## config.mk

```make
export PLATFORM = sky130hd
export DESIGN_NAME = dvdi_ram
export DESIGN_NICKNAME = d
export VERILOG_FILES = /design/src/rtl/core/doppler_variable_delay_interp_top_macros.svh /design/src/rtl/core/dvdi_ram.sv
export SDC_FILE = /design/constraint.sdc
export NUM_CORES = 1
export LEC_CHECK = 0
export ABC_AREA = 1
export BUFFER_PORTS_ARGS = -buffer_cell sky130_fd_sc_hd__buf_2
export CORE_MARGIN = 2
export CORE_UTILIZATION = 60
export DETAILED_ROUTE_END_ITERATION = 8
export PLACE_DENSITY = 0.77
export SKIP_LAST_GASP = 1
export SYNTH_ARGS = -nofsm -noshare
export SYNTH_HDL_FRONTEND = slang
export SYNTH_SLANG_ARGS = --single-unit
```

## constraint.sdc

```tcl
create_clock -name i_clk -period 1.85 [get_ports i_clk]
set_input_delay 0.37 -clock i_clk [delete_from_list [all_inputs] [get_ports i_clk]]
set_output_delay 0.37 -clock i_clk [all_outputs]
set_load 0.1 [all_outputs]
```

## src/rtl/core/doppler_variable_delay_interp_top_macros.svh

```systemverilog
// Assertion macros shared by the block's modules.
// Each macro expects i_clk and i_rst_n in the scope where it is used.
`ifndef DOPPLER_VARIABLE_DELAY_INTERP_TOP_MACROS_SVH
`define DOPPLER_VARIABLE_DELAY_INTERP_TOP_MACROS_SVH
`ifndef SYNTHESIS
`define DVDI_ASSERT(lbl, prop) \
    lbl: assert property (@(posedge i_clk) disable iff (!i_rst_n) (prop)) \
        else $error("assertion failed");
`define DVDI_ASSERT_IMPL(lbl, ante, cons) \
    lbl: assert property (@(posedge i_clk) disable iff (!i_rst_n) (ante) |-> (cons)) \
        else $error("assertion failed");
`define DVDI_ASSERT_NEXT(lbl, ante, cons) \
    lbl: assert property (@(posedge i_clk) disable iff (!i_rst_n) (ante) |=> (cons)) \
        else $error("assertion failed");
`else
`define DVDI_ASSERT(lbl, prop)
`define DVDI_ASSERT_IMPL(lbl, ante, cons)
`define DVDI_ASSERT_NEXT(lbl, ante, cons)
`endif
`endif

```

## src/rtl/core/dvdi_ram.sv

```systemverilog
module dvdi_ram #(
    parameter int WIDTH = 8,
    parameter int DEPTH = 16
) (
    input  logic                     i_clk,
    input  logic                     i_we,
    input  logic [$clog2(DEPTH)-1:0] i_waddr,
    input  logic [WIDTH-1:0]         i_wdata,
    input  logic [$clog2(DEPTH)-1:0] i_raddr,
    output logic [WIDTH-1:0]         o_rdata
);

    logic [WIDTH-1:0] r_mem [DEPTH];
    logic [WIDTH-1:0] r_rdata;

    always_ff @(posedge i_clk) begin
        if (i_we) begin
            r_mem[i_waddr] <= i_wdata;
        end
        r_rdata <= r_mem[i_raddr];
    end

    assign o_rdata = r_rdata;

endmodule

```

# == Word-level counts from Yosys, hierarchy flattened ==
# Memory sizes are Yosys's and may differ from the RTL's. A register that Yosys moved wholly into a read port is not among the register bits.
# Cells that the tools add are included.
# op_classes
div,0
n_shift,0
n_reduce_logical,0
add_sub_neg,0
mux,2
order_cmp,0
n_mul,0
bitwise_logic,0
n_eq_ne,0
# op_table
cell,n
1-bit two-way mux,2
# totals
register_bits,0
mem_count,1
ram_bits,128
wordCells,3
latchBits,0
in_bits,18
output_inout_bits,8
mem_bits_ro,0
# memory_table
memory,depth,width,rd,rd_clocked_by_memory_dff,write_ports,line,text
r_mem,16,8,1,1,1,dvdi_ram.sv:13,logic [WIDTH-1:0] r_mem [DEPTH];

# == Depth between registers and ports, before layout ==
# depth
depth_word,2
depth_mapped,8
mapped_depth_nobuf,7

# == Worst setup path after synthesis ==
# OpenSTA, ideal clock, no wires.
# synth_timing
path_kind,input to register
start,input i_waddr[2]
end,memory r_mem[10][0] (enable)
path_buffers,0
required_time_ns,1.480
stages,2
setup_time_ns,0.370
slack_ns,0.529
t_arrival_ns,0.951
cell_sequence,nand3b_1 nor2_1
# synth_lines
element,line,text
from (decl),dvdi_ram.sv:7,"input logic [$clog2(DEPTH)-1:0] i_waddr,"
to (decl),dvdi_ram.sv:13,
# Straight into the memory's write port.

# == Worst setup path in the final report ==
# layout_timing
start,"register r_rdata[6] (netlist: o_rdata[6]), read port of r_mem"
end,output o_rdata[6]
# layout_lines
element,line,text
from (decl),dvdi_ram.sv:14,logic [WIDTH-1:0] r_rdata;
to (decl),dvdi_ram.sv:10,output logic [WIDTH-1:0] o_rdata
# No word-level cell between the ends.

==> metrics.md <==
| Metric | Value |
|---|---|
| H-tree levels | 4 |
| WS Path Type | register to output port |
| Vias in the first global route | approximately 3900 |
| Drt pass-1 iters | 5 |
| Max_cap viols | 0 |
| Synth top area share | 66.7% |
| Avg Cell Area, Syn | ~10 sq um |
| Synth warn | 0 |
| Most frequent cells in the layout | nand2_1 (173), edfxtp_1 (128), inv_1 (100) |
| CTS Root Cell | clkbuf_8 |
| Num CTS Buffers | 17 |
| Flip-flop and latch area | 4000 sq um |
| Final setup vio count | 0 |
| Postcts setup bufs | 0 |
| N_diodes | 0 |
| Simple-gate share of the synthesized area | 21.0% |
| Most common cell after layout, fill and taps aside | nand2_1 |
| Post-Route WL | between 10 and 15 mm |
| Setup TNS | 0 ps |
| Min-Delay Path Class | input pin to register |
| Fill cells | 606 |
| Worst Path Arrival | approximately 1300 ps |
| Chip width | around 100 um |
| Final hold vios | 0 |
| Worst-path clk slew | around 60 ps |
| Final setup margin | between 100 and 150 ps |
| Die ar. | approximately 10000 sq um |
| Layout area overhead | 16.7% |
| Via count | 3969 |
| CP cell instances | buf_2 |
| Number of cell rows | 35 |
| Crit path buffers/inverters | 1 |
| FF+latch count, synth | 136 |
| Detailed placement HPWL | 7.33 mm |
| Actual slew at the worst max-slew pin | ~610 ps |
| Compound-Gate Fraction of Synth Area | 0% |
| WL per Instance | approximately 17 um |
| GRT overflow | 0 |
| Starting Density | around 62% |
| FMAX | 585 MHz |
| Gp weighted congestion | 0.887 |
| Post-synth top area cell | edfxtp_1 |
| Clock Skew | 8.66 ps |
| Final worst path period share | between 90% and 100% |
| Dominant cells by area after synthesis | edfxtp_1 (67%), nand2_1 (11%), nand3_1 (8.4%), inv_1 (6.5%), dfxtp_1 (2.8%) |
| Slew HR | around three fifths |
| Startpoint types | register |
| Initial antenna violation count | 0 |
| Cell family with most CP delay | buffers and inverters |
| Post-synthesis mux area share | 0% |
| Synthesized net count | between 500 and 600 |
| Die height | about 100 um |
| Core area | between 9000 and 10000 sq um |
| P per Cell Area | roughly 1100 nW/um^2 |
| Unique masters post-synth | 12 |
| Crit path largest cell delay | 450 ps |
| Largest family of logic cells by synthesized area | simple AND/OR/NAND/NOR gates |
| P_leak | between 2 and 3 nW |
| Final Critical Period | roughly 1700 ps |
| Clock Tree Buf Depth | 2 |
| CTS Sinks | between 100 and 150 |
| Initial DRC Count | around 390 |
| Vias per std cell | ~5.4 |
| Global-route wire length before repair | a little under 20 mm |
| Synthesized cell area | 5770 sq um |
| DRC viols | 0 |
| VDD IR max | 0.000779 V |
| Crit path required time | around 1500 ps |
| Fraction of the mapped netlist area in adder cells | 0% |
| Type of destination of the critical path | output port |
| # IOs | 26 |
| Buffers on Ports | 25 |
| DP Worst Slack | 384 ps |
| Status | complete, no violations |
| Cts hold-fix bufs | 0 |
| Skew-Pair Late Insertion Delay | ~520 ps |
| All-Layer GR Usage | a little over a quarter |
| Max Slew Vio Count | 0 |
| NumNets Final | 612 |
| Sequential area share after synthesis | between 60% and 70% |
| Resized Gates After CTS | 0 |
| Ratio of cells with drive above 1 in the final layout | 13.5% |
| Multi-input logic area | 1210 sq um |
| CTS tree | yes |
| Largest net degree at the start of global routing | between 60 and 70 |
| Slowest CP cell | buf_2 |
| Final antenna-violating net count | 0 |
| Critical Path Fanout Max | 1 |
| RSZ-0062 raised after global routing | false |
| Cell count after synthesis | roughly 550 |
| Post-Synth XOR/XNOR Area | 0% |
[cell type report]
| class | count | share of cell area, % |
|---|---|---|
| sequential | 136 | 59.5 |
| multi-input combinational | 289 | 18.0 |
| clock buffer | 18 | 6.36 |
| inverter | 102 | 5.69 |
| timing repair buffer | 48 | 5.17 |
| clock inverter | 14 | 2.90 |
| tap | 129 | 2.40 |
[metrics by stage]
step | cell area [sq um] | util, % | cells | hold slack [ps] | total power [mW]
2_1_floorplan | 5770 | - | 551 | 469 | 3.91
3_3_place_gp | 6110 | 65.8 | 704 | 641 | 4.08
3_5_place_dp | 6110 | 65.8 | 704 | 659 | 4.09
4_1_cts | 6730 | 72.5 | 736 | 210 | 7.57
5_1_grt | 6730 | 72.5 | 736 | 222 | 7.75
6_report | 6730 | 72.5 | 736 | 225 | 7.55
[layer usage]
metal / global-route usage [%] / vias to the layer above / wire (um)
li1: - / 1859 / -
met1: 33.1 / 1852 / 4680
met2: 42.3 / 224 / 6180
met3: 6.02 / 34 / 1120
met4: 15.7 / 0 / 476
met5: 0 / - / 0
[power breakdown]
| group | switching (mW) | leakage, nW | internal, mW |
|---|---|---|---|
| Sequential | 0.0206 | 1.22 | 3.44 |
| Clock | 1.28 | 0.306 | 2.24 |
| Combinational | 0.437 | 1.43 | 0.134 |
[Yosys cell counts]
library cell  number
buf_2             13
buf_6              6
inv_2              2
nand3_1           97
nand3b_1           2
nor2_1            17
buf_1              1
dfxtp_1            8
edfxtp_1         128
buf_4              4
nand2_1          173
inv_1            100
[cell families after synthesis]
group / Yosys count
buffers and inverters: 126
and+or+nand+nor: 289
DFF: 136
[final timing paths]
path	depth (start not counted)	startpoint	slack (ps)	endpoint
setup / recovery	1	o_rdata[6]	140	o_rdata[6]
hold / removal	3	i_raddr[3]	230	o_rdata[5]
setup reg to reg	6	r_mem[1][7]	760	o_rdata[7]
hold reg to reg	6	r_mem[12][5]	660	o_rdata[5]
[tightest hold or removal path, cell delays in order]
cell and delay [ps]:
buf_2 180, nand3_1 100, nand2_1 40
[state kept, by name, indices dropped and copies added (netlist names)]
name and flops:
o_rdata 8, r_mem 128
Note: power is estimated with default switching activity, not from simulation.
