<file path="src/rtl/core/doppler_variable_delay_interp_top_macros.svh">
// Assertion macros shared by the block's modules.
// Each macro expects i_clk and i_rst_n in the scope where it is used.
`ifndef DOPPLER_VARIABLE_DELAY_INTERP_TOP_MACROS_SVH
`define DOPPLER_VARIABLE_DELAY_INTERP_TOP_MACROS_SVH
`ifndef SYNTHESIS
`define DVDI_ASSERT(lbl, prop) \
    lbl: assert property (@(posedge i_clk) disable iff (!i_rst_n) (prop)) \
        else $error("assertion failed");
`define DVDI_ASSERT_IMPL(lbl, ante, cons) \
    lbl: assert property (@(posedge i_clk) disable iff (!i_rst_n) (ante) |-> (cons)) \
        else $error("assertion failed");
`define DVDI_ASSERT_NEXT(lbl, ante, cons) \
    lbl: assert property (@(posedge i_clk) disable iff (!i_rst_n) (ante) |=> (cons)) \
        else $error("assertion failed");
`else
`define DVDI_ASSERT(lbl, prop)
`define DVDI_ASSERT_IMPL(lbl, ante, cons)
`define DVDI_ASSERT_NEXT(lbl, ante, cons)
`endif
`endif

</file>
<file path="src/rtl/core/dvdi_pkg.sv">
package dvdi_pkg;

    localparam int DEF_HISTORY_DEPTH    = 8192;
    localparam int DEF_SINE_TABLE_DEPTH = 1024;

    localparam int SAMPLE_W = 24;
    localparam int ARR_W    = 32;
    localparam int DVD_W    = 64;
    localparam int DVS_W    = 32;
    localparam int CFG_IDX_W = 3;
    localparam int CFG_DAT_W = 32;

    localparam logic [31:0] PI_Q30  = 32'd3373259426;
    localparam logic [30:0] ONE_Q30 = 31'd1073741824;

    localparam logic [CFG_IDX_W-1:0] CFG_PERIOD   = 3'd0;
    localparam logic [CFG_IDX_W-1:0] CFG_STEP     = 3'd1;
    localparam logic [CFG_IDX_W-1:0] CFG_MAX_DIST = 3'd2;
    localparam logic [CFG_IDX_W-1:0] CFG_VANISH   = 3'd3;
    localparam logic [CFG_IDX_W-1:0] CFG_DLY_DIST = 3'd4;
    localparam logic [CFG_IDX_W-1:0] CFG_INFINITE = 3'd5;

    typedef enum logic [5:0] {
        S_IDLE, S_A_MUL, S_A_GET, S_A2_MUL, S_A2_GET,
        S_T_MUL, S_T_DIV, S_T_WAIT, S_S_MUL, S_S_GET,
        S_H_MUL, S_H_GET, S_D_MUL, S_D_GET, S_Y_MUL, S_Y_GET,
        S_PUSH, S_RD, S_CMP,
        S_IL_MUL, S_IL_DIV, S_IL_WAIT, S_IR_MUL, S_IR_DIV, S_IR_WAIT,
        S_VOL, S_VL_MUL, S_VL_DIV, S_VL_WAIT, S_VR_MUL, S_VR_DIV, S_VR_WAIT,
        S_OUT
    } t_state;

    typedef struct packed {
        logic [ARR_W-1:0]    arr;
        logic [SAMPLE_W-1:0] l;
        logic [SAMPLE_W-1:0] r;
    } t_entry;

    typedef struct packed {
        logic             start;
        logic [DVD_W-1:0] dividend;
        logic [DVS_W-1:0] divisor;
    } t_div_req;

    typedef struct packed {
        logic             done;
        logic [DVD_W-1:0] quotient;
    } t_div_rsp;

    // Taylor series divisions by 72, 42, 20 and 6, innermost term first:
    // strip the power of two, then multiply by the reciprocal of 9, 21, 5 or 3
    function automatic logic [31:0] term_pre(input logic [1:0] idx, input logic [31:0] v);
        logic [31:0] w;
        unique case (idx)
            2'd0: w = v >> 3;
            2'd1: w = v >> 1;
            2'd2: w = v >> 2;
            default: w = v >> 1;
        endcase
        return w;
    endfunction

    function automatic logic [31:0] term_magic(input logic [1:0] idx);
        logic [31:0] m;
        unique case (idx)
            2'd0: m = 32'd3817748708;
            2'd1: m = 32'd3272356036;
            2'd2: m = 32'd3435973837;
            default: m = 32'd2863311531;
        endcase
        return m;
    endfunction

    function automatic logic [30:0] term_quot(input logic [1:0] idx, input logic [63:0] p);
        logic [30:0] q;
        unique case (idx)
            2'd0: q = 31'(p >> 35);
            2'd1: q = 31'(p >> 36);
            2'd2: q = 31'(p >> 34);
            default: q = 31'(p >> 33);
        endcase
        return q;
    endfunction

endpackage

</file>
<file path="src/rtl/core/dvdi_mul.sv">
module dvdi_mul
    import dvdi_pkg::*;
(
    input  logic        i_clk,
    input  logic [31:0] i_a,
    input  logic [31:0] i_b,
    output logic [63:0] o_prod
);

    logic [63:0] r_prod;

    always_ff @(posedge i_clk) begin
        r_prod <= 64'(i_a) * 64'(i_b);
    end

    assign o_prod = r_prod;

endmodule

</file>
<file path="config.mk">
export PLATFORM = sky130hd
export DESIGN_NAME = dvdi_mul
export DESIGN_NICKNAME = d
export VERILOG_FILES = /design/src/rtl/core/doppler_variable_delay_interp_top_macros.svh /design/src/rtl/core/dvdi_pkg.sv /design/src/rtl/core/dvdi_mul.sv
export SDC_FILE = /design/constraint.sdc
export NUM_CORES = 2
export LEC_CHECK = 0
export BUFFER_PORTS_ARGS = -buffer_cell sky130_fd_sc_hd__buf_2
export CORE_ASPECT_RATIO = 0.6
export CORE_MARGIN = 2
export CORE_UTILIZATION = 65
export DETAILED_ROUTE_END_ITERATION = 6
export PLACE_DENSITY = 0.94
export RECOVER_POWER = 25
export SLEW_MARGIN = 10
export SYNTH_ARGS = -nofsm -noshare
export SYNTH_HDL_FRONTEND = slang
export SYNTH_SLANG_ARGS = --single-unit
export TNS_END_PERCENT = 50
</file>
<file path="constraint.sdc">
create_clock -name i_clk -period 23.7 [get_ports i_clk]
set_clock_uncertainty 0.15 [all_clocks]
set_input_delay 2.37 -clock i_clk [delete_from_list [all_inputs] [get_ports i_clk]]
set_output_delay 2.37 -clock i_clk [all_outputs]
set_load 0.1 [all_outputs]
</file>
After elaboration in Yosys (flattened, before gate mapping). Index checks and enable logic that the tools add are counted.

Output and inout port bits: 64. Bits of input ports: 65. Register bits: 64.

Multipliers: 1.

Operator list (number): 32-bit by 32-bit multiplier with 64-bit output (1).

Longest topological paths before layout.
Depth after elaboration: 1. Mapped depth: 29. Depth with buffers taken out: 27.

Least setup slack after synthesis. OpenSTA, ideal clock, no wires.

Path kind: input to register. Start point: input i_a[25]. End point: register r_prod[62] (netlist: o_prod[62]). Cell stages on the path: 25. Path buffers: 2. Library setup time: 0.072 ns. Path slack: 14.427 ns. Data arrival time: 9.051 ns. Cells stage by stage: clkbuf_1 nand2_1 fa_1 inv_1 fa_1 inv_1 fa_1 inv_1 fa_1 fa_1 fa_1 fa_1 inv_1 fa_1 inv_1 ha_1 buf_2 nand4_1 or4_1 or3_1 a31oi_1 a31o_2 a211oi_1 o21ai_1 xor2_1.

Longest elaborated chain between the ends: 1.

RTL lines: start: declaration (RTL line dvdi_mul.sv:5) `input logic [31:0] i_a,`; 32-bit by 32-bit multiplier with 64-bit output (RTL line dvdi_mul.sv:13) `r_prod <= 64'(i_a) * 64'(i_b);`; end signal: assignment (RTL line dvdi_mul.sv:13); end: declaration (RTL line dvdi_mul.sv:10) `logic [63:0] r_prod;`.

No other way between the ends.

Final worst setup path.
Start point: input i_a[0]. End point: register r_prod[62] (netlist: o_prod[62]).

The elaborated chain is that of the path after synthesis.

==> results.cfg <==
[drt]
wl_mm = 96.77
post-route-drc-count = 1
postRouteAntennaNets = 0
routed-via-count = 26160
wl_per_cell_um = 22.10
drt_first_iter_violations = 2839
viasPerCell = 5.974
drt-pass1-iter-count = 7

[sta]
hold_violations = 0
max_slew_margin = -0.3051
setup_viol = 0
rsz0062_at_grt = false
layout_min_cycle_time_ns = 10.69
setup_tns_ns = 0
fmaxAchievable_mhz = 93.50
worst_pin_slew_ns = 1.958
fin_crit_sh = 0.4513
drv_slew = 33

[synthesis]
ys.flop_type = dfxtp_1
syn_area_per_cell_um2 = 9.252
synth_edf_count = 0
synthCells = 3748
syn_nets = 4972
ys_seq_elements = 64
synth.area.top_cells = fa_1 (52%), and2_1 (11%), ha_1 (9.5%)
synth-seq-area-share = 0.03695
async_reset_ff_frac = 0
synth_area_um2 = 34680
synth_top_cell_by_area = fa_1
synth_top_area_frac = 0.5173
ys_types = 57
yosysWarningCount = 0

[clock_network]
postCtsSetupBuffers = 0
cts_hold_buf = 0
htree_levels = 3
path_clk_slew_ns = 0.07
cts.path.max_buffers = 2
cts_resized = 0
numCtsBuffers = 9
cts_sinks = 64
tritoncts = built
root_buffer = clkbuf_16

[floorplanning]
die_h_um = 182.9
core_um2 = 52620
die_w_um = 302.2
rows = 65
io_pins = 129
start_util = 0.6590
design.die.area_um2 = 55270

[global_route]
antenna_found_initial = 4
grt.overflow.total = 0
grt_pass1_wl_mm = 154.7
grt_max_degree = 33
grt_pass1_vias = 29090
grt_util_all_layers = 0.3677

[critical_path]
cp-end-kind = flip-flop
crit_start = i_a[0]
startpoint_type = input port
critPathKind = input port to flip-flop
cp_max_fo = 32
worstPathArrival_ns = 10.82
crit_end = o_prod[62]$_DFF_P_
cp.required_ns = 23.82

[place]
dp_hpwl_mm = 74.52
place.gp.congestion = 0.9947
port_buffers = 128

[final_layout]
final_nets = 4892
postLayoutCoreUtil = 0.6774
area_delta_synth_final_pct = 2.789
nFillCells = 3751
multi_input_area_um2 = 29310
seq_area_um2 = 1281
largest_register_ffs = 64
drive_gt1_frac = 0.03567

[run]
max_cap_viol_count = 1

[status]
status = finished with violations
violations = DRC, capacitance limit, slew limit

[worst_hold_path]
holdCritPathClass = input port to flip-flop
==> cells by family (layout without fill, tap and decap cells) <==
logic type | count (synthesis) | count (layout) | synth area share
buffers and inverters | 1085 | 1010 | 0.1177
AOI/OAI and AO/OA | 202 | 202 | 0.04153
and+or+nand+nor | 1177 | 1177 | 0.1762
other | 0 | 3 | 0
xor gates and xnor gates | 60 | 60 | 0.01515
DFF | 64 | 64 | 0.03695
adders and majority gates | 1159 | 1159 | 0.6122
muxes | 1 | 1 | 0.0002887
==> worst max-delay path: stages <==
cell	delay (ns)
clkbuf_1	1.38
nand2_1	0.21
fa_1	0.54
fa_1	0.49
inv_1	0.05
fa_1	0.50
fa_1	0.44
fa_1	0.52
fa_1	0.44
fa_1	0.44
fa_1	0.49
ha_1	0.52
nand4_1	0.30
or4_1	0.48
or3_1	0.36
a31oi_1	0.52
a31o_2	0.31
a211oi_1	0.12
o21ai_1	0.18
xor2_1	0.15
==> worst min-delay path by stage <==
| stage | to | slack, ns | cells past startpoint | startpoint |
|---|---|---|---|---|
| finish | o_prod[0]$_DFF_P_ | 2.52 | 2 | i_b[0] |
| global route | o_prod[0]$_DFF_P_ | 2.52 | 2 | i_b[0] |
| CTS | o_prod[0]$_DFF_P_ | 2.50 | 2 | i_b[0] |
| detailed placement | o_prod[2] | 2.77 | 1 | o_prod[2]$_DFF_P_ |
| global placement | o_prod[2] | 2.77 | 1 | o_prod[2]$_DFF_P_ |
| floorplan | o_prod[0]$_DFF_P_ | 2.35 | 1 | i_b[0] |
==> area by class of cell <==
class / instances / area share
Timing Repair Buffer: 129 / 0.01710
Tap cell: 703 / 0.02468
Clock buffer: 9 / 0.006319
Multi-Input combinational cell: 2599 / 0.8224
Inverter: 865 / 0.09109
Sequential cell: 64 / 0.03595
Antenna cell: 3 / 0.0002106
Clock inverter: 7 / 0.002212
==> routing by layer <==
layer | global-route usage | routed length [um] | vias up
li1 | - | - | 10670
met4 | 0.1584 | 4795 | 0
met1 | 0.4835 | 34640 | 13170
met2 | 0.5662 | 43570 | 1915
met3 | 0.1164 | 13760 | 406
met5 | 0 | 0 | -
==> cells in the mapped netlist, types with 4 or more instances <==
| master | count |
|---|---|
| fa_1 | 896 |
| inv_1 | 865 |
| and2_1 | 602 |
| nand2_1 | 480 |
| ha_1 | 263 |
| clkbuf_1 | 213 |
| dfxtp_1 | 64 |
| a21oi_1 | 63 |
| a21o_1 | 40 |
| xnor2_1 | 35 |
| xor2_1 | 25 |
| nand4_1 | 23 |
| o21ai_0 | 21 |
| nor2_1 | 20 |
| and3_1 | 14 |
| a31oi_1 | 12 |
| nand3_1 | 10 |
| o21bai_1 | 10 |
| o21a_1 | 9 |
| nor3_1 | 7 |
| buf_2 | 6 |
| o21ai_1 | 5 |
| a221o_1 | 4 |
==> per-stage QoR <==
step,cell area [um2],std cells,hold slack [ns],worst slack [ns]
finish,35640,4379,2.524,13.01
global route,35640,4378,2.519,12.82
CTS,35670,4376,2.504,13.66
detailed placement,35370,4360,2.771,13.30
global placement,35370,4360,2.771,13.51
floorplan,34680,3748,2.347,14.43
==> placed cells by master, fill, tap and decap left out, drive strengths merged, types with 10 or more instances in the layout <==
master	Yosys	final
fa	896	896
inv	865	867
and2	602	602
nand2	480	480
ha	263	263
buf	7	98
a21oi	66	66
dfxtp	64	64
a21o	40	40
clkbuf	213	40
xnor2	35	35
o21ai	26	26
xor2	25	25
nand4	23	23
nor2	20	20
and3	14	14
a31oi	12	12
o21bai	11	11
nand3	10	10
Power is not shown: default switching activity piles up to over one toggle a cycle in this logic, so the estimate is an artifact.
