### src/rtl/core/doppler_variable_delay_interp_top_macros.svh
// Assertion macros shared by the block's modules.
// Each macro expects i_clk and i_rst_n in the scope where it is used.
`ifndef DOPPLER_VARIABLE_DELAY_INTERP_TOP_MACROS_SVH
`define DOPPLER_VARIABLE_DELAY_INTERP_TOP_MACROS_SVH
`ifndef SYNTHESIS
`define DVDI_ASSERT(lbl, prop) \
    lbl: assert property (@(posedge i_clk) disable iff (!i_rst_n) (prop)) \
        else $error("assertion failed");
`define DVDI_ASSERT_IMPL(lbl, ante, cons) \
    lbl: assert property (@(posedge i_clk) disable iff (!i_rst_n) (ante) |-> (cons)) \
        else $error("assertion failed");
`define DVDI_ASSERT_NEXT(lbl, ante, cons) \
    lbl: assert property (@(posedge i_clk) disable iff (!i_rst_n) (ante) |=> (cons)) \
        else $error("assertion failed");
`else
`define DVDI_ASSERT(lbl, prop)
`define DVDI_ASSERT_IMPL(lbl, ante, cons)
`define DVDI_ASSERT_NEXT(lbl, ante, cons)
`endif
`endif

### src/rtl/core/dvdi_pkg.sv
package dvdi_pkg;

    localparam int DEF_HISTORY_DEPTH    = 8192;
    localparam int DEF_SINE_TABLE_DEPTH = 1024;

    localparam int SAMPLE_W = 24;
    localparam int ARR_W    = 32;
    localparam int DVD_W    = 64;
    localparam int DVS_W    = 32;
    localparam int CFG_IDX_W = 3;
    localparam int CFG_DAT_W = 32;

    localparam logic [31:0] PI_Q30  = 32'd3373259426;
    localparam logic [30:0] ONE_Q30 = 31'd1073741824;

    localparam logic [CFG_IDX_W-1:0] CFG_PERIOD   = 3'd0;
    localparam logic [CFG_IDX_W-1:0] CFG_STEP     = 3'd1;
    localparam logic [CFG_IDX_W-1:0] CFG_MAX_DIST = 3'd2;
    localparam logic [CFG_IDX_W-1:0] CFG_VANISH   = 3'd3;
    localparam logic [CFG_IDX_W-1:0] CFG_DLY_DIST = 3'd4;
    localparam logic [CFG_IDX_W-1:0] CFG_INFINITE = 3'd5;

    typedef enum logic [5:0] {
        S_IDLE, S_A_MUL, S_A_GET, S_A2_MUL, S_A2_GET,
        S_T_MUL, S_T_DIV, S_T_WAIT, S_S_MUL, S_S_GET,
        S_H_MUL, S_H_GET, S_D_MUL, S_D_GET, S_Y_MUL, S_Y_GET,
        S_PUSH, S_RD, S_CMP,
        S_IL_MUL, S_IL_DIV, S_IL_WAIT, S_IR_MUL, S_IR_DIV, S_IR_WAIT,
        S_VOL, S_VL_MUL, S_VL_DIV, S_VL_WAIT, S_VR_MUL, S_VR_DIV, S_VR_WAIT,
        S_OUT
    } t_state;

    typedef struct packed {
        logic [ARR_W-1:0]    arr;
        logic [SAMPLE_W-1:0] l;
        logic [SAMPLE_W-1:0] r;
    } t_entry;

    typedef struct packed {
        logic             start;
        logic [DVD_W-1:0] dividend;
        logic [DVS_W-1:0] divisor;
    } t_div_req;

    typedef struct packed {
        logic             done;
        logic [DVD_W-1:0] quotient;
    } t_div_rsp;

    // Taylor series divisions by 72, 42, 20 and 6, innermost term first:
    // strip the power of two, then multiply by the reciprocal of 9, 21, 5 or 3
    function automatic logic [31:0] term_pre(input logic [1:0] idx, input logic [31:0] v);
        logic [31:0] w;
        unique case (idx)
            2'd0: w = v >> 3;
            2'd1: w = v >> 1;
            2'd2: w = v >> 2;
            default: w = v >> 1;
        endcase
        return w;
    endfunction

    function automatic logic [31:0] term_magic(input logic [1:0] idx);
        logic [31:0] m;
        unique case (idx)
            2'd0: m = 32'd3817748708;
            2'd1: m = 32'd3272356036;
            2'd2: m = 32'd3435973837;
            default: m = 32'd2863311531;
        endcase
        return m;
    endfunction

    function automatic logic [30:0] term_quot(input logic [1:0] idx, input logic [63:0] p);
        logic [30:0] q;
        unique case (idx)
            2'd0: q = 31'(p >> 35);
            2'd1: q = 31'(p >> 36);
            2'd2: q = 31'(p >> 34);
            default: q = 31'(p >> 33);
        endcase
        return q;
    endfunction

endpackage

### src/rtl/core/dvdi_div.sv
`include "doppler_variable_delay_interp_top_macros.svh"
module dvdi_div
    import dvdi_pkg::*;
(
    input  logic     i_clk,
    input  logic     i_rst_n,
    input  t_div_req i_req,
    output t_div_rsp o_rsp
);

    localparam int CNT_W = $clog2(DVD_W + 1);

    logic             r_busy, n_busy;
    logic             r_done, n_done;
    logic [CNT_W-1:0] r_cnt, n_cnt;
    logic [DVS_W-1:0] r_rem, n_rem;
    logic [DVD_W-1:0] r_quo, n_quo;
    logic [DVS_W-1:0] r_div, n_div;
    logic [DVS_W:0]   trial;

    always_comb begin
        n_busy = r_busy;
        n_done = 1'b0;
        n_cnt  = r_cnt;
        n_rem  = r_rem;
        n_quo  = r_quo;
        n_div  = r_div;
        trial  = {r_rem, r_quo[DVD_W-1]};
        if (i_req.start) begin
            n_busy = 1'b1;
            n_cnt  = CNT_W'(DVD_W);
            n_rem  = '0;
            n_quo  = i_req.dividend;
            n_div  = i_req.divisor;
        end else if (r_busy) begin
            if (trial >= {1'b0, r_div}) begin
                n_rem = DVS_W'(trial - {1'b0, r_div});
                n_quo = {r_quo[DVD_W-2:0], 1'b1};
            end else begin
                n_rem = trial[DVS_W-1:0];
                n_quo = {r_quo[DVD_W-2:0], 1'b0};
            end
            n_cnt = r_cnt - 1'b1;
            if (r_cnt == CNT_W'(1)) begin
                n_busy = 1'b0;
                n_done = 1'b1;
            end
        end
    end

    always_ff @(posedge i_clk) begin
        if (!i_rst_n) begin
            r_busy <= 1'b0;
            r_done <= 1'b0;
            r_cnt  <= '0;
        end else begin
            r_busy <= n_busy;
            r_done <= n_done;
            r_cnt  <= n_cnt;
        end
        r_rem <= n_rem;
        r_quo <= n_quo;
        r_div <= n_div;
    end

    assign o_rsp.done     = r_done;
    assign o_rsp.quotient = r_quo;

    `DVDI_ASSERT_IMPL(a_start_when_free, i_req.start, !r_busy)
    `DVDI_ASSERT_NEXT(a_done_pulse, r_done, !r_done)
    `DVDI_ASSERT_IMPL(a_busy_count, r_busy, r_cnt != '0)

endmodule

### config.mk
export PLATFORM = sky130hd
export DESIGN_NAME = dvdi_div
export DESIGN_NICKNAME = d
export VERILOG_FILES = /design/src/rtl/core/dvdi_pkg.sv /design/src/rtl/core/dvdi_div.sv
export VERILOG_INCLUDE_DIRS = /design/src /design/src/rtl/core
export SDC_FILE = /design/constraint.sdc
export NUM_CORES = 1
export LEC_CHECK = 0
export BUFFER_PORTS_ARGS = -buffer_cell sky130_fd_sc_hd__buf_2
export CAP_MARGIN = 20
export CORE_MARGIN = 3
export CORE_UTILIZATION = 34
export CTS_CLUSTER_SIZE = 30
export DETAILED_ROUTE_END_ITERATION = 10
export GPL_ROUTABILITY_DRIVEN = 1
export PLACE_DENSITY = 0.59
export SYNTH_ARGS = -nofsm -noshare
export SYNTH_HDL_FRONTEND = slang
export SYNTH_SLANG_ARGS = --single-unit
### constraint.sdc
create_clock -name i_clk -period 7.9 [get_ports i_clk]
set_input_delay 1.975 -clock i_clk [delete_from_list [all_inputs] [get_ports i_clk]]
set_output_delay 1.975 -clock i_clk [all_outputs]
set_load 0.05 [all_outputs]
== Word-level counts from Yosys, hierarchy flattened ==
Index checks and enable logic that the tools add are counted.
Storage, ports and cells
  flip-flop bits (word level): 137
  bits in latches: 0
  RAM bits: 0
  bits in read-only memories: 0
  bits of input ports: 99
  output and inout bits: 65
  memories kept: 0
Operators by class
  add/sub/neg operators: 2
  multiply operators: 0
  div/mod/pow operators: 0
  $lt $le $gt $ge: 1
  eq/ne operators: 1
  shift-type cells: 0
  muxes and demuxes: 10
  bitwise operators: 2
  reductions and logical operators: 3
Operators with widths (number)
  $mux W64: 2
  $ge A33 B32 Y1: 1
  $mux W32: 1
  $sub A32 B32 Y32: 1
  $mux W7: 2
  $eq A7 B1 Y1 const B: 1
  $sub A7 B1 Y7 const B: 1
  $mux W1: 5
  $reduce_or A3 Y1: 1
  $not A1 Y1: 2
  $reduce_bool A2 Y1: 1
  $reduce_or A2 Y1: 1

== Depth between registers and ports, before layout ==
Gate-level depths: netlist (run 1).
  word-level depth: 4
  depth in mapped cells: 13

== Worst setup path before layout (run 1) ==
Ideal clock, no wire load.
  kind: input to register
  from: in i_req[96] (netlist name)
  to: reg r_quo[0] (enable)
  data arrival time: 3738 ps
  data required time: 7482 ps
  path slack: 3744 ps
  stages: 4
  cell sequence: clkbuf_1 > nor2_1 > clkbuf_1 > inv_1
Between the ends
  longest elaborated chain between the ends: 1
Ends and longest elaborated chain
  from (decl): line dvdi_div.sv:7  | input t_div_req i_req,
  $reduce_bool A2 Y1 (no line)
  to (signal assigned): line dvdi_div.sv:62  | r_quo <= n_quo;
  to (decl): line dvdi_div.sv:17  | logic [DVD_W-1:0] r_quo, n_quo;
Every way passes these cells.
A chain may end at the register's enable or synchronous reset.

== Final worst setup path (run 1) ==
  from: in i_req[96] (netlist name)
  to: reg r_quo[31] (enable)
Same word-level chain as after synthesis.

==> results of run 1 <==
-- layer usage --
layer  vias to the layer above  GRT usage  part of all wire
met3                        19     0.0666             0.083
li1                       3001          -                 -
met2                       211      0.268              0.46
met5                         -          0                 0
met4                         0     0.0442             0.011
met1                      2870      0.221              0.45
-- cell families after synthesis --
logic type,Yosys count
adders and majority gates,35
AOI/OAI and AO/OA,180
buffers and inverters,93
muxes,66
and+or+nand+nor,190
xor gates and xnor gates,30
DFF,137
-- registers in the layout, indices dropped and copies added (netlist names) --
register,count
r_rem,32
r_quo,64
r_div,32
r_done,1
r_busy,1
r_cnt,7
-- how the worst min path moves through the flow --
stage | from | end | slack, ps | depth (start not counted)
after CTS | r_rem[10] | r_rem[11] | 500 | 2
after global placement | r_rem[10] | r_rem[11] | 480 | 2
after floorplan | r_rem[28] | r_rem[28] | 460 | 2
after detailed placement | r_rem[10] | r_rem[11] | 480 | 2
after global routing | r_rem[10] | r_rem[11] | 510 | 2
final | r_cnt[1] | r_cnt[1] | 500 | 2
-- worst min-delay path, cell delays in order (launching register included) --
cell and delay [ps]:
dfxtp_1 330, nor2_1 80, a211oi_1 40
-- cell type report --
class	count	area [sq um]	share of cell area
flip-flops and latches	137	3700	0.398
repair buffers	169	863	0.0927
clock inverters	15	200	0.0215
clock buffers	17	425	0.0457
diodes	1	2.50	0.000269
multi-input cells	501	3590	0.386
inverters	47	176	0.0189
well taps	280	350	0.0376
-- stage by stage --
stage | setup slack (ps) | total power (uW)
2_1_floorplan | 3740 | 1280
3_5_place_dp | 3930 | 1420
6_report | 4360 | 2260
4_1_cts | 4390 | 2280
3_3_place_gp | 3920 | 1420
5_1_grt | 4210 | 2370
-- where the power goes --
| group | total (uW) | switching (uW) | internal, uW |
|---|---|---|---|
| Combinational | 523 | 346 | 177 |
| Sequential | 882 | 37.5 | 845 |
| Clock | 854 | 369 | 485 |
| Total | 2260 | 753 | 1510 |
-- cell usage in the layout (no fill, tap or decap), types with 17 or more instances in the layout --
cell	instances
buf_2	162
edfxtp_1	96
mux2_2	64
nor2_1	56
nand2_1	51
inv_1	46
dfxtp_1	41
a21oi_1	39
o21ai_0	37
ha_1	34
nand3_1	26
xnor2_1	19
a311oi_1	18
clkbuf_16	17
==> metrics.md, run 1 <==
| Metric | Value |
|---|---|
| EDFF count, synth | 96 |
| R2R Path End | r_rem[18] |
| Bufs on Longest Clock Path | 2 |
| I/O Pins | 164 |
| Critical path type | input pin to register |
| Top cells by count, synth | edfxtp_1, mux2_2, nor2_1, nand2_1, inv_1 |
| WP data required | 7950 ps |
| Inst Count DP | between 1000 and 1500 |
| Final hold slack | roughly 500 ps |
| Final Slew Violations | 0 |
| Synth Area in Compound Gates | 0.162 |
| Die area | 24500 sq um |
| F_max | 282 MHz |
| Critical Path, Cell by Cell | buf_4 -> nor2_1 -> inv_2 -> buf_4 |
| Tcrit/Tclk final | 0.448 |
| Reg2Reg Depth | 10 |
| Post-CTS Resized | 0 |
| Antenna-violating nets left | 0 |
| Routed vias/inst | 5.23 |
| Post-synth top area cell | edfxtp_1 |
| Clk pin slew, worst setup/hold paths | 70 ps |
| Synth warn | 0 |
| Post-route minimum period | 3540 ps |
| Pre-antenna DRT Iters | 7 |
| Fillers | 2187 |
| Status | complete, no violations |
| Leak | 0.00385 uW |
| HP Class | register to register |
| Clock skew | 11.4 ps |
| # hold bufs at CTS | 0 |
| Count of different cell masters after synthesis | 68 |
| Synth Area per Inst | 10.5 sq um |
| WL final | 20400 microns |
| Largest stage delay, worst path | 630 ps |
| Initial core utilization | 0.350 |
| Post-DP Area | 8690 sq um |
| Post-synthesis xor/xnor area fraction | 0.0341 |
| Total core area | 22000 sq um |
| Reg2reg start | r_div[16] |
| Hold Violations, Final | 0 |
| Initial antenna violation count | 1 |
| CTS sink count | 137 |
| Top cell type's share of synthesized area | 0.374 |
| Share of cells above drive strength 1 | 0.315 |
| Async S/R FF share, synth | 0 |
| Crit-path most repeated cell | buf_4 |
| Area Growth Syn to Fin | 20.8% |
| Drc violations | 0 |
| Post-synthesis adder-cell area fraction | 0.0578 |
| Fin cells | 1167 |
| Instance count on the critical path | 4 |
| Wire length per cell | between 15 and 20 microns |
| Slew headroom | 0.428 |
| Rows | between 50 and 60 |
| Routability cong. | 0.857 |
| Seq/Total Area, Yosys | 0.480 |
| Input/output buffers | roughly 160 |
| Finished Core Util | 0.423 |
| Worst path bufs/invs | 3 |
| Layout Nets | 1007 |
| Number of max-capacitance violations reported | 0 |
| Critical path endpoint | r_quo[31] |
| Multiplexer share of the synthesized area | 0.0961 |
| Post-Synthesis Cells | 731 |
| First-pass GRT wire length | between 30000 and 40000 microns |
| DR iter-0 viols | 297 |
| Final Cell Area | 9320 sq um |
| Synthesized cell area | 7710 sq um |
| CTS Buf Count | 17 |
| FF-to-FF setup slack | roughly 4600 ps |
| Die H | 157 microns |
| GRT Overall Usage | 0.171 |
| Worst skew pair latency | roughly 430 ps |
| Vias in the first global route | slightly above 6000 |
| Setup violators final | 0 |
| Syn nets | 865 |
| Most common cell in the synthesized netlist | edfxtp_1 |
| Ranking of synthesized cells by area | edfxtp_1, dfxtp_1, mux2_2, ha_1, nor2_1 |
| Predominant post-synthesis flop cell | edfxtp_1 |
| Synth Area in Simple Gates | 0.116 |
| Worst setup path start | i_req[96] |
| Worst Max-Slew Pin Slew | roughly 860 ps |
| CTS Root Buffer Type | clkbuf_16 |
| CTS tree | yes |
| Crit path max fanout | 64 |
| Critical path arrival | 3590 ps |
| H-Tree Depth | 4 |
| Post-CTS Setup Bufs | 0 |
| Critical Path Sink Type | register |
| Unrepaired setup endpoints after global routing | false |
| Total negative setup slack | 0 ps |
| Main combinational cell family by area after synthesis | compound AO/OA/AOI/OAI gates |
| Die X | roughly 160 microns |
| Yosys reg bits | between 100 and 150 |
| Delay-heaviest family, CP | buffers and inverters |
| Pin count of the biggest net entering global routing | 65 |
| Post-DP HPWL | 14900 microns |
| Remaining global-route overflow | 0 |
| PwrDens | 243 nW/um^2 |
| Vias | 6101 |
| Critical path's slowest cell | buf_4 |
| Max VDD drop | 160 uV |
| CP Launch Type | input pin |
Power figures use the tool's default switching activity.
==> run 2, diff against run 1 <==
==> constraint.sdc (replaced) <==
create_clock -name i_clk -period 3.3 [get_ports i_clk]
set_input_delay 0.825 -clock i_clk [delete_from_list [all_inputs] [get_ports i_clk]]
set_output_delay 0.825 -clock i_clk [all_outputs]
set_load 0.05 [all_outputs]
==> run 2 against run 1 <==
Effect of this change:
- sequential power up 140%
- flip-flop and latch count did not move
- die area stayed put
- non-clock buffer count is 10 higher
- critical path depth increased by 6
- cell count grew 0.94%
- first-iteration DRC count fell by 1.0%
- routed wire length is 1.9% higher
- design area grew 0.82%
- clock-buffer cell count unchanged
- worst setup slack got worse by 4000 ps
- critical path type is now register to register
- critical endpoint is now r_quo[0]
==> metrics.md, run 2 (synthesis results as in run 1) <==
| Metric | Value |
|---|---|
| Total negative setup slack | 0 ps (unchanged) |
| Die area | 24500 sq um (unchanged) |
| Critical path's slowest cell | or3_1 |
| Critical path arrival | 3160 ps (-430 ps) |
| Wire length per cell | 17.7 microns (+0.90%) |
| GRT Overall Usage | 0.172 (+0.00114) |
| DR iter-0 viols | 294 (-1.0%) |
| Slew headroom | 0.310 (-0.117) |
| CTS tree | yes |
| Routability cong. | 0.906 (+5.7%) |
| Critical Path Sink Type | register |
| WP data required | 3480 ps (-4470 ps) |
| Share of cells above drive strength 1 | 0.325 (+0.00988) |
| Post-DP HPWL | 14900 microns (+0.23%) |
| Largest stage delay, worst path | 390 ps (-240 ps) |
| Layout Nets | 1017 (+0.99%) |
| HP Class | register to register |
| I/O Pins | 164 (unchanged) |
| Combinational Power Share | 0.238 (+0.006) |
| Hold Violations, Final | 0 (unchanged) |
| CP Launch Type | register |
| Bufs on Longest Clock Path | 2 (unchanged) |
| Max FFs per register | 64 (unchanged) |
| Most common cell after layout, fill and taps aside | buf_2 |
| Post-DP Area | 8770 sq um (+1.0%) |
| PwrDens | 571 nW/um^2 (+140%) |
| WL final | 20800 microns (+1.9%) |
| Rows | 54 (unchanged) |
| Delay-heaviest family, CP | compound AO/OA/AOI/OAI gates |
| Switching power total | 1820 uW (+140%) |
| Max VDD drop | 346 uV (+120%) |
| Final Cell Area | 9390 sq um (+0.82%) |
| Setup violators final | 0 (unchanged) |
| Routed vias/inst | 5.30 (+1.4%) |
| Remaining global-route overflow | 0 (unchanged) |
| F_max | 336 MHz |
| Worst slack at placement | 143 ps (-3780 ps) |
| H-Tree Depth | 4 (unchanged) |
| Most frequent cells in the layout | buf_2, edfxtp_1, mux2_2 |
| Clock skew | 17.3 ps (+5.91 ps) |
| Unrepaired setup endpoints after global routing | false |
| Worst setup margin | 326 ps (-4030 ps) |
| Worst Max-Slew Pin Slew | 1030 ps (+172 ps) |
| CTS sink count | 137 (unchanged) |
| Tcrit/Tclk final | 0.901 |
| Die H | 157 microns (unchanged) |
| Worst skew pair latency | 440 ps (about the same) |
| Number of max-capacitance violations reported | 0 (unchanged) |
| First-pass GRT wire length | 33500 microns (+1.5%) |
| Antenna-violating nets left | 0 (unchanged) |
| CTS Buf Count | 17 (unchanged) |
| Initial core utilization | 0.350 (unchanged) |
| Initial antenna violation count | 3 (+2) |
| Crit path max fanout | 8 (-88%) |
| Drc violations | 0 (unchanged) |
| Sequential Power Share | 0.393 (+0.003) |
| Power Internal | 3550 uW (+140%) |
| Clk pin slew, worst setup/hold paths | 70 ps (about the same) |
| Leak | 0.00389 uW (+1.1%) |
| Pin count of the biggest net entering global routing | 117 (+80%) |
| Area Growth Syn to Fin | 21.8% |
| Post-route minimum period | around 3000 ps |
| Worst path bufs/invs | 1 (-2) |
| Critical Path, Cell by Cell | inv_1 -> ha_1 -> a21oi_1 -> o21ai_1 -> or3_1 -> o41a_1 -> and3_4 -> o21ai_2 -> nand2_2 -> mux2_2 |
| Pre-antenna DRT Iters | 5 (-2) |
| CTS Root Buffer Type | clkbuf_16 |
| Vias in the first global route | 6384 (+3.0%) |
| Vias | 6245 (+2.4%) |
| Biggest regs | r_quo: 64 flops, r_div: 32 flops, r_rem: 32 flops |
| Critical path type | register to register |
| Input/output buffers | 163 (unchanged) |
| Clock power share | 0.369 (-0.009) |
| Status | complete, no violations |
| Largest Register | r_quo |
| Die X | 157 microns (unchanged) |
| Total core area | 22000 sq um (unchanged) |
| Sw frac | 0.339 (+0.00619) |
| Final Slew Violations | 0 (unchanged) |
==> run 2: through the flow <==
stage | utilization | cells | total power [uW] | hold slack (ps)
floorplan | - | 731 | 3070 | 461
global placement | 0.398 | 1144 | 3420 | 488
detailed placement | 0.398 | 1144 | 3420 | 491
CTS | 0.426 | 1176 | 5420 | 499
global route | 0.426 | 1177 | 5610 | 528
finish | 0.426 | 1178 | 5370 | 497
==> run 2: routing by layer <==
layer / vias up / track usage / routed length (microns)
met1: 2946 / 0.224 / 9140
met5: - / 0 / 7
met2: 235 / 0.263 / 9390
met4: 2 / 0.0604 / 424
met3: 34 / 0.0625 / 1870
li1: 3028 / - / -
==> run 2: final cells by class <==
type	instances	area [sq um]
flip-flops and latches	137	3700
inverters	47	176
clock buffers	17	425
well taps	280	350
multi-input cells	501	3600
fillers	2157	12600
clock inverters	15	175
diodes	2	5.00
repair buffers	179	951
==> run 2: power groups by stage <==
stage / registers, uW / logic [uW] / clock network [uW]
after floorplan: 2420 / 650 / 0
after global placement: 2140 / 1270 / 0
after detailed placement: 2140 / 1270 / 0
after CTS: 2110 / 1280 / 2030
after global routing: 2130 / 1390 / 2090
final: 2110 / 1280 / 1980
==> run 2: tightest hold or removal path, stage by stage, from the launching register on <==
cell,delay [ps]
dfxtp_1,330
nor2_1,80
a211oi_1,40
==> run 2: final timing paths <==
path	from	endpoint	slack [ps]	depth (start not counted)
worst max-delay path	r_div[14]	r_quo[0]	330	10
worst min register to register	r_cnt[1]	r_cnt[1]	500	2
worst max register to register	r_div[14]	r_quo[0]	330	10
worst min-delay path	r_cnt[1]	r_cnt[1]	500	2
==> run 2: timing repair <==
item	4_1_cts	5_1_grt
hold endpoints to repair	0	0
resized for setup	0	3
setup buffers	0	0
setup endpoints to repair	0	6
hold buffers	0	0
==> run 3, diff against run 2 <==
--- a/config.mk
+++ b/config.mk
@@ -10,6 +10,7 @@
 export CAP_MARGIN = 20
 export CORE_MARGIN = 3
 export CORE_UTILIZATION = 34
+export CTS_BUF_LIST = sky130_fd_sc_hd__clkbuf_4
 export CTS_CLUSTER_SIZE = 30
 export DETAILED_ROUTE_END_ITERATION = 10
 export GPL_ROUTABILITY_DRIVEN = 1
==> run 3 against run 2 <==
Effect of this change:
- design area fell by 3.1%
- clock skew rose by 16 ps
- non-clock buffer count did not move
- clock power fell by 38%
- die area did not move
- clock-buffer cell count did not move
- largest cell class unchanged
- via count fell by 0.30%
- worst setup slack got worse by 64 ps
==> metrics.md, run 3 (synthesis results as in run 1) <==
| Metric | Value |
|---|---|
| Drc violations | 0 (unchanged) |
| Fillers | 2190 (+1.5%) |
| Tcrit/Tclk final | 0.921 (+0.0194) |
| Area Growth Syn to Fin | 18.0% |
| Final Cell Area | 9100 sq um (-3.1%) |
| Input/output buffers | 163 (unchanged) |
| Critical path arrival | 3370 ps (+210 ps) |
| Total negative setup slack | 0 ps (unchanged) |
| Worst skew pair latency | 580 ps (+140 ps) |
| R2R Path End | r_quo[0] |
| Unrepaired setup endpoints after global routing | false |
| Critical path type | register to register |
| Vias | 6226 (-0.30%) |
| Largest stage delay, worst path | 390 ps (about the same) |
| Total power draw | 4600 uW (-14%) |
| Critical Path, Cell by Cell | ha_1 -> a21oi_1 -> o21ai_1 -> or3_1 -> o41a_1 -> and3_4 -> o21ai_2 -> nand2_2 -> mux2_2 |
| Power Internal | 2880 uW (-19%) |
| WL final | 20800 microns (unchanged) |
| Sw frac | 0.375 (+0.0353) |
| Largest Register | r_quo |
| Die area | 24500 sq um (unchanged) |
| Hold Violations, Final | 0 (unchanged) |
| CTS Buf Count | 17 (unchanged) |
| Hold depth | 1 (-1) |
| Leak | 0.00376 uW (-3.4%) |
| Status | complete, no violations |
| Most frequent cells in the layout | buf_2, edfxtp_1, mux2_2 |
| Min-delay src | i_req[30] |
| Pin count of the biggest net entering global routing | 117 (unchanged) |
| Clock power share | 0.265 (-0.104) |
| Sequential Power Share | 0.458 (+0.065) |
| Critical Path Sink Type | register |
| CTS sink count | 137 (unchanged) |
| Post-DP Area | 8770 sq um (unchanged) |
| Post-DP HPWL | 14900 microns (unchanged) |
| Die X | 157 microns (unchanged) |
| Critical path's slowest cell | or3_1 |
| Initial core utilization | 0.350 (unchanged) |
| WP data required | 3640 ps (+160 ps) |
| # hold bufs at CTS | 0 (unchanged) |
| Reg2reg start | r_rem[13] |
| Fin cells | 1179 (+0.085%) |
| Routed vias/inst | 5.28 (-0.39%) |
| Wire length per cell | 17.7 microns (about the same) |
| Worst setup margin | 262 ps (-64.1 ps) |
| Layout Nets | 1017 (unchanged) |
| Pre-antenna DRT Iters | 7 (+2) |
| Routability cong. | 0.906 (unchanged) |
| FF-to-FF setup slack | 260 ps (-60 ps) |
| Reg2Reg Depth | 9 (-1) |
| Setup violators final | 0 (unchanged) |
| F_max | 329 MHz (-2.1%) |
| Switching power total | 1720 uW (-5.3%) |
| Share of cells above drive strength 1 | 0.325 (unchanged) |
| Combinational Power Share | 0.277 (+0.039) |
| DR iter-0 viols | 302 (+2.7%) |
| Worst slack at placement | 143 ps (unchanged) |
| Biggest regs | r_quo: 64 flops, r_div: 32 flops, r_rem: 32 flops |
| GRT Overall Usage | 0.171 (-0.000350) |
| CP Launch Type | register |
| Die H | 157 microns (unchanged) |
| Post-route minimum period | 3040 ps (+64.1 ps) |
| Clk pin slew, worst setup/hold paths | 170 ps (+100 ps) |
| Crit path max fanout | 8 (unchanged) |
| Antenna-violating nets left | 0 (unchanged) |
| Number of max-capacitance violations reported | 0 (unchanged) |
| Worst Hold Endpoint | r_div[30] |
| Inst Count DP | 1144 (unchanged) |
| HP Class | input pin to register |
| First-pass GRT wire length | 33400 microns (-0.47%) |
| Total core area | 22000 sq um (unchanged) |
| Max VDD drop | 270 uV (-22%) |
| CTS Root Buffer Type | clkbuf_4 |
| I/O Pins | 164 (unchanged) |
| PwrDens | 506 nW/um^2 (-11%) |
| H-Tree Depth | 4 (unchanged) |
| CTS tree | yes |
| Bufs on Longest Clock Path | 2 (unchanged) |
| Clock skew | 32.8 ps (+15.5 ps) |
| Worst Max-Slew Pin Slew | 1070 ps (+36.6 ps) |
| Slew headroom | 0.286 (-0.0245) |
| Initial antenna violation count | 4 (+1) |
| Max FFs per register | 64 (unchanged) |
| Most common cell after layout, fill and taps aside | buf_2 |
| Rows | 54 (unchanged) |
| Remaining global-route overflow | 0 (unchanged) |
| Final Slew Violations | 0 (unchanged) |
| Vias in the first global route | 6355 (-0.45%) |
==> run 3: how the worst max path moves through the flow <==
| stage | from | endpoint | slack (ps) |
|---|---|---|---|
| 2_1_floorplan | i_req[96] | r_quo[0] | 290 |
| 3_5_place_dp | r_div[18] | r_rem[18] | 140 |
| 5_1_grt | r_div[14] | r_quo[0] | 10 |
| 6_report | r_rem[13] | r_quo[0] | 260 |
| 4_1_cts | r_div[18] | r_rem[18] | 110 |
| 3_3_place_gp | r_div[26] | r_rem[18] | 180 |
==> run 3: final cells by class <==
cell class | count | area [sq um] | area share
repair buffers | 179 | 951 | 0.105
multi-input cells | 501 | 3600 | 0.396
inverters | 47 | 176 | 0.0194
diodes | 3 | 7.51 | 0.000825
clock buffers | 17 | 128 | 0.0140
well taps | 280 | 350 | 0.0385
clock inverters | 15 | 175 | 0.0193
flip-flops and latches | 137 | 3700 | 0.407
==> run 3: per-stage QoR <==
step	utilization	hold WS [ps]
finish	0.413	410
global placement	0.398	488
global route	0.413	353
floorplan	-	461
detailed placement	0.398	491
CTS	0.412	367
==> run 3: metal layers <==
layer,vias up,global-route usage,wire length [microns]
li1,3029,-,-
met1,2936,0.223,9100
met2,234,0.264,9460
met3,25,0.0678,1900
met4,2,0.0521,357
met5,-,0,7
==> run 3: worst max-delay path, delay by kind of cell, from the launching register on <==
family	cells	cell delay (ps)
and+or+nand+nor	3	780
muxes	1	330
AOI/OAI and AO/OA	4	930
adders and majority gates	1	380
DFF	1	360
==> run 3: what timing repair did <==
action | CTS | global route
setup endpoints to repair | 0 | 6
setup buffers | 0 | 0
gates resized for setup | 0 | 3
==> run 3: power groups by stage <==
stage | sequential [uW] | clock (uW) | combinational (uW)
2_1_floorplan | 2420 | 0 | 650
3_3_place_gp | 2140 | 0 | 1270
3_5_place_dp | 2140 | 0 | 1270
4_1_cts | 2110 | 1260 | 1280
5_1_grt | 2130 | 1320 | 1390
6_report | 2110 | 1220 | 1280
